<file path="src/mcg_pkg.sv">
package mcg_pkg;

	localparam int KIND_W   = 2;
	localparam int VID_W    = 10;
	localparam int WEIGHT_W = 24;
	localparam int GAIN_W   = 40;
	localparam int CUT_W    = 48;

	typedef enum logic [KIND_W-1:0] {
		KIND_LOAD,
		KIND_EDGE,
		KIND_FLIP,
		KIND_NBR
	} kind_t;

	typedef enum logic [2:0] {
		ST_IDLE,
		ST_RDB,
		ST_CAPB,
		ST_WRA,
		ST_WRB,
		ST_FIN
	} state_t;

	typedef struct packed {
		logic accept;
		logic cap_a;
		logic cap_b;
		logic wr_a;
		logic wr_b;
		logic load_out;
	} cmd_t;

	function automatic logic signed [GAIN_W-1:0] sat_gain(input logic signed [GAIN_W:0] v);
		logic signed [GAIN_W-1:0] r;
		if (v[GAIN_W] != v[GAIN_W-1]) begin
			r = v[GAIN_W] ? {1'b1, {(GAIN_W-1){1'b0}}} : {1'b0, {(GAIN_W-1){1'b1}}};
		end else begin
			r = v[GAIN_W-1:0];
		end
		return r;
	endfunction

	function automatic logic signed [CUT_W-1:0] sat_cut(input logic signed [CUT_W:0] v);
		logic signed [CUT_W-1:0] r;
		if (v[CUT_W] != v[CUT_W-1]) begin
			r = v[CUT_W] ? {1'b1, {(CUT_W-1){1'b0}}} : {1'b0, {(CUT_W-1){1'b1}}};
		end else begin
			r = v[CUT_W-1:0];
		end
		return r;
	endfunction

endpackage

</file>
<file path="src/mcg_ctrl.sv">
module mcg_ctrl (
	input  logic        clk,
	input  logic        arst_n,
	input  logic        in_valid,
	output logic        in_ready,
	output logic        out_valid,
	input  logic        out_ready,
	output mcg_pkg::cmd_t cmd
);
	import mcg_pkg::*;

	state_t state_q, state_d;
	logic   out_valid_q;
	logic   slot_free;

	assign slot_free = !out_valid_q || out_ready;
	assign out_valid = out_valid_q;

	always_comb begin
		state_d = state_q;
		unique case (state_q)
			ST_IDLE: if (in_valid) state_d = ST_RDB;
			ST_RDB:  state_d = ST_CAPB;
			ST_CAPB: state_d = ST_WRA;
			ST_WRA:  state_d = ST_WRB;
			ST_WRB:  state_d = ST_FIN;
			ST_FIN:  if (slot_free) state_d = ST_IDLE;
			default: state_d = ST_IDLE;
		endcase
	end

	always_comb begin
		cmd      = '0;
		in_ready = 1'b0;
		unique case (state_q)
			ST_IDLE: begin
				in_ready   = 1'b1;
				cmd.accept = in_valid;
			end
			ST_RDB:  cmd.cap_a = 1'b1;
			ST_CAPB: cmd.cap_b = 1'b1;
			ST_WRA:  cmd.wr_a = 1'b1;
			ST_WRB:  cmd.wr_b = 1'b1;
			ST_FIN:  cmd.load_out = slot_free;
			default: cmd = '0;
		endcase
	end

	always_ff @(posedge clk or negedge arst_n) begin
		if (!arst_n) begin
			state_q     <= ST_IDLE;
			out_valid_q <= 1'b0;
		end else begin
			state_q <= state_d;
			if (cmd.load_out) begin
				out_valid_q <= 1'b1;
			end else if (out_ready) begin
				out_valid_q <= 1'b0;
			end
		end
	end

endmodule

</file>
<file path="config.mk">
export PLATFORM = sky130hd
export DESIGN_NAME = mcg_ctrl
export DESIGN_NICKNAME = d
export VERILOG_FILES = /design/src/mcg_pkg.sv /design/src/mcg_ctrl.sv
export SDC_FILE = /design/constraint.sdc
export NUM_CORES = 1
export LEC_CHECK = 0
export BUFFER_PORTS_ARGS = -buffer_cell sky130_fd_sc_hd__clkbuf_2
export CAP_MARGIN = 30
export CORE_AREA = 4 4 41 43
export CTS_BUF_LIST = sky130_fd_sc_hd__clkbuf_8
export CTS_CLUSTER_SIZE = 40
export DETAILED_ROUTE_END_ITERATION = 8
export DIE_AREA = 0 0 45 47
export GPL_TIMING_DRIVEN = 1
export PLACE_DENSITY = 0.43
export SETUP_SLACK_MARGIN = 0.2
export SKIP_LAST_GASP = 1
export SYNTH_ARGS = -nofsm -noshare
export SYNTH_HDL_FRONTEND = slang
export SYNTH_SLANG_ARGS = --single-unit
</file>
<file path="constraint.sdc">
create_clock -name clk -period 2.4 [get_ports clk]
set_input_delay 0.12 -clock clk [delete_from_list [all_inputs] [get_ports clk]]
set_output_delay 0.12 -clock clk [all_outputs]
set_load 0.03 [all_outputs]
</file>
==> flow_summary_export.csv, run 1 <==
group,metric,value,unit
status,status,"finished clean",
critical_path,reg2reg_from,"state_q[0]",
place,dpl_worst_slack,1.26,ns
synthesis,synth_top_area_share,41.0,%
global_route,grt_pass1_wl,841,um
place,gp_routability_congestion,0.613,
cts,cts_tree,"built",
sta,finalWorstSetupSlack,1.04,ns
layout,diodes,0,
place,placedCellCount,49,
worst_hold_path,min_to,"out_valid",
pwr,power_density,1620,nW/um^2
critical_path,crit_path_start_kind,"flop",
layout,nFillCells,155,
layout,layout-drive-gt1-share,47.4,%
pwr,peakVddDrop,0.000462,V
critical_path,cp_data_required_time,2.28,ns
worst_hold_path,whs_path_depth,3,
critical_path,rr_endpoint,"state_q[2]",
die,coreArea,1300,um^2
critical_path,path_class,"flop to output port",
sta,finalCriticalPeriod,1.36,ns
synthesis,synth_area,244,um^2
sta,fin_crit_sh,56.7,%
drt,vias,206,
synthesis,synth_area_leaders,"dfrtp_1 (41%), nor3b_1 (6.2%), nor3b_2 (5.1%), buf_6 (4.6%), nand2_1 (4.6%)",
synthesis,synthTopCellsByCount,"dfrtp_1 (4), nand2_1 (3), nor2_1 (2), nor3_1 (2), nor3b_1 (2)",
drt,wl_per_cell,9.92,um
critical_path,cp_data_arrival_time,1.24,ns
drt,via_per_inst,3.89,
worst_hold_path,min_from,"out_ready",
cts,cts_buffers,3,
synthesis,synth_seq_area_share,41.0,%
pwr,power_leakage,0.170,nW
sta,fmax,0.735,GHz
drt,firstDrtPassIters,2,
sta,hold_viol_final,0,
synthesis,yosysWarnings,0,
global_route,antenna_found_initial,0,
global_route,use_met3,3.83,%
place,io_buffers,11,
synthesis,synth_fp_nets,30,
synthesis,synth_cell_types,18,
global_route,use_met1,7.57,%
critical_path,end_kind,"output port",
cts,cts_buffer_depth,2,
synthesis,syn_inst,26,
cts,insertion_delay,0.21,ns
die,die_x,45,um
die,start_util,18.8,%
die,die_area,2120,um^2
global_route,grt-busiest-layer,"met4",
layout,stdcell_count,53,
global_route,grt_usage,6.42,%
critical_path,worstPathMaxFanout,9,
sta,max-slew-margin-rel,78.0,%
drt,routed_wl,526,um
sta,worst_pin_slew,0.331,ns
synthesis,synth_flop_cell,"dfrtp_1",
synthesis,post-synth-top-count-cell,"dfrtp_1",
synthesis,synth_edf_count,0,
layout,layout.nets,44,
run,maxCapViolations,0,
pwr,power.total,0.560,mW
cts,cts-root-buf,"clkbuf_8",
global_route,gr-total-overflow,0,
sta,slew_violations,0,
cts,clkTransAtPathRegs,0.03,ns
layout,regArea,100,um^2
drt,drc,0,
drt,drt_iter0_drc,1,
layout,area_delta_synth_final,41.5,%
sta,rsz0062_at_grt,"no",
global_route,grt_pass1_vias,198,
drt,drtAntennaViolNets,0,
global_route,grt_max_degree,12,
cts,h-tree-depth,1,
cts,ctsResizeCount,0,
layout,multi_input_area,116,um^2
synthesis,ys_seq_elements,4,
worst_hold_path,hp-class,"input port to flop",
sta,whs,0.196,ns
critical_path,ff2ff_path_depth,2,
cts,cts_setup_buffers,0,
die,io_pins,12,
synthesis,synth_area_leader_cell,"dfrtp_1",
synthesis,avgSynthCellArea,9.38,um^2
cts,ctsHoldBuffers,1,
die,die_h,47,um
place,hpwl,381,um
critical_path,ff2ff_setup_slack,1.40,ns
sta,setup-tns-final,0,ns
synthesis,async_flop_share,100,%
sta,skew,0.00153,ns
sta,setup_viol,0,
global_route,grt_use_met2,6.50,%
cts,clock-sinks,4,
die,rows,13,
[worst max-delay path by stage]
stage               startpoint  endpoint  cells after the start  slack [ns]
CTS                 state_q[0]    cmd[5]                      3        1.03
floorplan           state_q[0]    cmd[5]                      3        0.93
finish              state_q[0]    cmd[5]                      3        1.04
detailed placement  state_q[0]    cmd[5]                      3        1.26
global placement    state_q[0]    cmd[5]                      3        1.26
global route        state_q[1]    cmd[3]                      3        0.95
[per-stage QoR]
| step | utilization (%) | area [um^2] |
|---|---|---|
| 2_1_floorplan | - | 244 |
| 3_3_place_gp | 22.6 | 294 |
| 3_5_place_dp | 22.6 | 294 |
| 4_1_cts | 26.5 | 345 |
| 5_1_grt | 26.5 | 345 |
| 6_report | 26.5 | 345 |
[layer usage]
| metal | vias up | share of wire (%) |
|---|---|---|
| met5 | - | 0 |
| met4 | 0 | 2.1 |
| met3 | 2 | 12 |
| met2 | 10 | 36 |
| met1 | 84 | 50 |
| li1 | 110 | - |
[cell type report]
type | count | area share (%)
multi-input cells | 18 | 33.7
clock buffers | 3 | 12.0
inverters | 1 | 1.09
repair buffers | 12 | 18.8
well taps | 15 | 5.43
flip-flops and latches | 4 | 29.0
[flip-flops by register name (all words and copies together) (netlist names)]
signal,cells
out_valid,1
state_q,3
[placed cells by master (no fill, tap or decap)]
cell type and count:
nand3_1 1, a31o_2 1, dlygate4sd3_1 1, nor3_2 1, nand2_1 3, nor2b_1 1, nor3b_1 2, xnor2_1 1
nor3_1 2, inv_2 1, clkbuf_8 3, nand2b_1 1, nor3b_2 1, clkbuf_2 11, dfrtp_1 4, and2_1 1
nor2_1 2, a221oi_1 1
[power breakdown]
group	total [mW]	internal, mW	switching, mW	leakage, nW
combinational	0.264	0.0966	0.168	0.0970
sequential	0.156	0.0966	0.0591	0.0511
clock	0.140	0.107	0.0331	0.0216
[critical path, stage by stage, from the launching register on]
cell	delay [ns]
dfrtp_1	0.46
nor3_2	0.22
and2_1	0.15
clkbuf_2	0.20
[logic make-up after synthesis]
logic type             share of synthesized area [%]
AO/OA/AOI/OAI                                   7.18
flip-flops                                      41.0
buffers and inverters                           11.3
AND/OR/NAND/NOR                                 36.9
XOR/XNOR                                        3.59
No activity file was read; power rests on OpenSTA's default activity.
==> run 2, diff against run 1 <==
--- a/config.mk
+++ b/config.mk
@@ -5,6 +5,7 @@
 export SDC_FILE = /design/constraint.sdc
 export NUM_CORES = 1
 export LEC_CHECK = 0
+export ABC_AREA = 1
 export BUFFER_PORTS_ARGS = -buffer_cell sky130_fd_sc_hd__clkbuf_2
 export CAP_MARGIN = 30
 export CORE_AREA = 4 4 41 43
==> constraint.sdc (replaced) <==
create_clock -name clk -period 1.2 [get_ports clk]
set_input_delay 0.06 -clock clk [delete_from_list [all_inputs] [get_ports clk]]
set_output_delay 0.06 -clock clk [all_outputs]
set_load 0.03 [all_outputs]
==> run 2 against run 1 <==
Compared with the run above:
- the flow now finishes with violations (negative setup slack)
- count of clock-buffer cells in the layout unchanged
- register-to-register slack worse by 1.2 ns
- synthesized area down 5.1%
- worst hold slack worse by 0.11 ns
- combinational power rose to 3.8 times the previous value
- total power rose to 2.9 times the previous value
- setup slack worse by 1.0 ns
- critical path type unchanged
- critical endpoint unchanged
- largest power group unchanged
- highest routed layer is now met3
==> flow_summary_export.csv, run 2 <==
group,metric,value,unit
drt,firstDrtPassIters,4,
critical_path,path_class,"flop to output port",
cts,clkTransAtPathRegs,0.03,ns
synthesis,synth_area_leader_cell,"dfrtp_1",
status,violations,"negative setup slack",
critical_path,cpMaxStageDelayCell,"dfrtp_2",
critical_path,ff2ff_setup_slack,0.24,ns
pwr,peakVddDrop,0.00118,V
global_route,grt_pass1_wl,1040,um
critical_path,worstPathMaxFanout,5,
synthesis,ys_seq_elements,4,
pwr,switching_power,0.720,mW
sta,finalCriticalPeriod,1.21,ns
sta,setup-tns-final,-0.0200,ns
cts,cts_buffers,3,
sta,skew,0.00264,ns
layout,layout.nets,56,
layout,layout-drive-gt1-share,82.0,%
cts,cts_buffer_depth,2,
layout,final_cell_mix,"clkbuf_8 (7), nor2_2 (4), clkbuf_2 (4), dfrtp_2 (4), buf_4 (4)",
synthesis,async_flop_share,100,%
layout,final_common_cell,"clkbuf_8",
synthesis,synth_cell_types,11,
synthesis,synth_area_leaders,"dfrtp_1 (43%), nor3_2 (13%), nor2_1 (11%), inv_1 (6.5%), nand2_1 (6.5%)",
die,die_area,2120,um^2
critical_path,crit_path_start_kind,"flop",
sta,finalWorstSetupSlack,-0.0104,ns
die,coreArea,1300,um^2
status,status,"complete, but fails checks",
synthesis,syn_inst,30,
cts,clock-sinks,4,
pwr,pwr-share-clk,17.1,%
sta,rsz0062_at_grt,"yes",
layout,nFillCells,133,
critical_path,crit_path_frequent_cell,"nor2_2",
place,gp_routability_congestion,0.700,
synthesis,synth_flop_cell,"dfrtp_1",
sta,hold_viol_final,0,
pwr,netSwitchingFraction,45.0,%
drt,routed_wl,618,um
critical_path,cp_data_arrival_time,1.15,ns
layout,stdcell_area,523,um^2
synthesis,synth_seq_area_share,43.2,%
global_route,grt_usage,7.39,%
sta,max-slew-margin-rel,87.3,%
synthesis,avgSynthCellArea,7.72,um^2
global_route,grt_max_degree,7,
cts,h-tree-depth,1,
layout,area_delta_synth_final,126,%
critical_path,cp_data_required_time,1.14,ns
pwr,seqPwrFrac,20.8,%
pwr,internal-power,0.881,mW
sta,whs,0.0820,ns
critical_path,end_kind,"output port",
drt,drtAntennaViolNets,0,
layout,diodes,0,
layout,largest_reg_flops,3,
synthesis,synth_top_area_share,43.2,%
sta,slew_violations,0,
synthesis,synth_area,231,um^2
drt,drc,0,
die,die_x,45,um
global_route,gr-total-overflow,0,
die,start_util,17.8,%
place,placedCellCount,56,
worst_hold_path,hp-class,"input port to flop",
pwr,power_density,3060,nW/um^2
synthesis,yosysWarnings,0,
drt,drt_iter0_drc,2,
run,maxCapViolations,0,
synthesis,post-synth-top-count-cell,"nor2_1",
global_route,grt_pass1_vias,274,
pwr,power_leakage,0.236,nW
sta,fmax,0.826,GHz
sta,setup_viol,2,
place,io_buffers,11,
die,rows,13,
synthesis,synth_fp_nets,34,
die,die_h,47,um
synthesis,synthTopCellsByCount,"nor2_1 (7), dfrtp_1 (4), inv_1 (4), nand2_1 (4), nor3_2 (3)",
global_route,antenna_found_initial,0,
place,dpl-instance-area,342,um^2
layout,stdcell_count,65,
layout,regMostFlops,"state_q",
cts,cts-root-buf,"clkbuf_8",
cts,insertion_delay,0.21,ns
place,dpl_worst_slack,0.115,ns
synthesis,synth_edf_count,0,
critical_path,crit_path_cell_trace,"nor2_2 > nand2_2 > nor2_2 > clkbuf_8",
sta,worst_pin_slew,0.190,ns
die,io_pins,12,
place,hpwl,451,um
critical_path,max_stage_delay,0.46,ns
pwr,p_comb_share,62.1,%
drt,wl_per_cell,9.51,um
cts,cts_tree,"built",
sta,fin_crit_sh,101,%
drt,via_per_inst,4.06,
drt,vias,264,
==> run 2: stage by stage <==
stage / total power [mW] / util [%]
finish: 1.60 / 40.2
global placement: 0.960 / 26.3
detailed placement: 0.958 / 26.3
global route: 1.71 / 40.2
floorplan: 0.804 / -
CTS: 1.54 / 38.4
==> run 2: layer usage <==
layer	part of all wire, %	vias to the layer above	GRT usage (%)
met5	0	-	0
met4	0	0	1.75
met3	12	0	7.28
met2	47	9	11.3
met1	42	121	7.18
li1	-	134	-
==> run 2: repair_timing <==
item                                   CTS  global route
endpoints found under the hold margin    4             0
buffers inserted                         4             1
gates resized for setup                 20             8
hold buffers                             1             0
setup endpoints to repair                7             8
==> run 2: final cells by class <==
class	instances	area (um^2)	area share, %
well taps	15	18.8	3.59
repair buffers	17	168	32.1
multi-input cells	20	165	31.6
clock buffers	3	41.3	7.89
flip-flops and latches	4	105	20.1
inverters	6	25.0	4.78
==> run 2: cells by family (layout without fill, tap and decap cells) <==
| group | after synthesis | count (layout) | share of synthesized area (%) |
|---|---|---|---|
| AND/OR/NAND/NOR | 17 | 17 | 40.5 |
| buffers and inverters | 6 | 26 | 9.73 |
| flip-flops | 4 | 4 | 43.2 |
| AO/OA/AOI/OAI | 3 | 3 | 6.48 |
==> run 2: path summary, 6_finish.rpt <==
check / endpoint / start / cells after the start
worst max-delay path: cmd[5] / state_q[0] / 4
worst min-delay path: out_valid / out_ready / 2
worst max register to register: state_q[1] / state_q[0] / 3
worst min register to register: out_valid / out_valid / 2
max in group asynchronous: state_q[1] / arst_n / 2
min in group asynchronous: state_q[2] / arst_n / 2
==> run 2: worst max-delay path, delay by kind of cell, from the launching register on <==
| kind | cells | cell delay (ns) |
|---|---|---|
| buf+inv | 1 | 0.16 |
| simple gates | 3 | 0.33 |
| flops | 1 | 0.46 |
==> run 2: power groups by stage <==
stage	sequential, mW	combinational (mW)	clock [mW]
finish	0.334	0.994	0.274
global route	0.342	1.07	0.302
CTS	0.321	0.935	0.285
detailed placement	0.336	0.622	0
global placement	0.340	0.620	0
floorplan	0.343	0.461	0
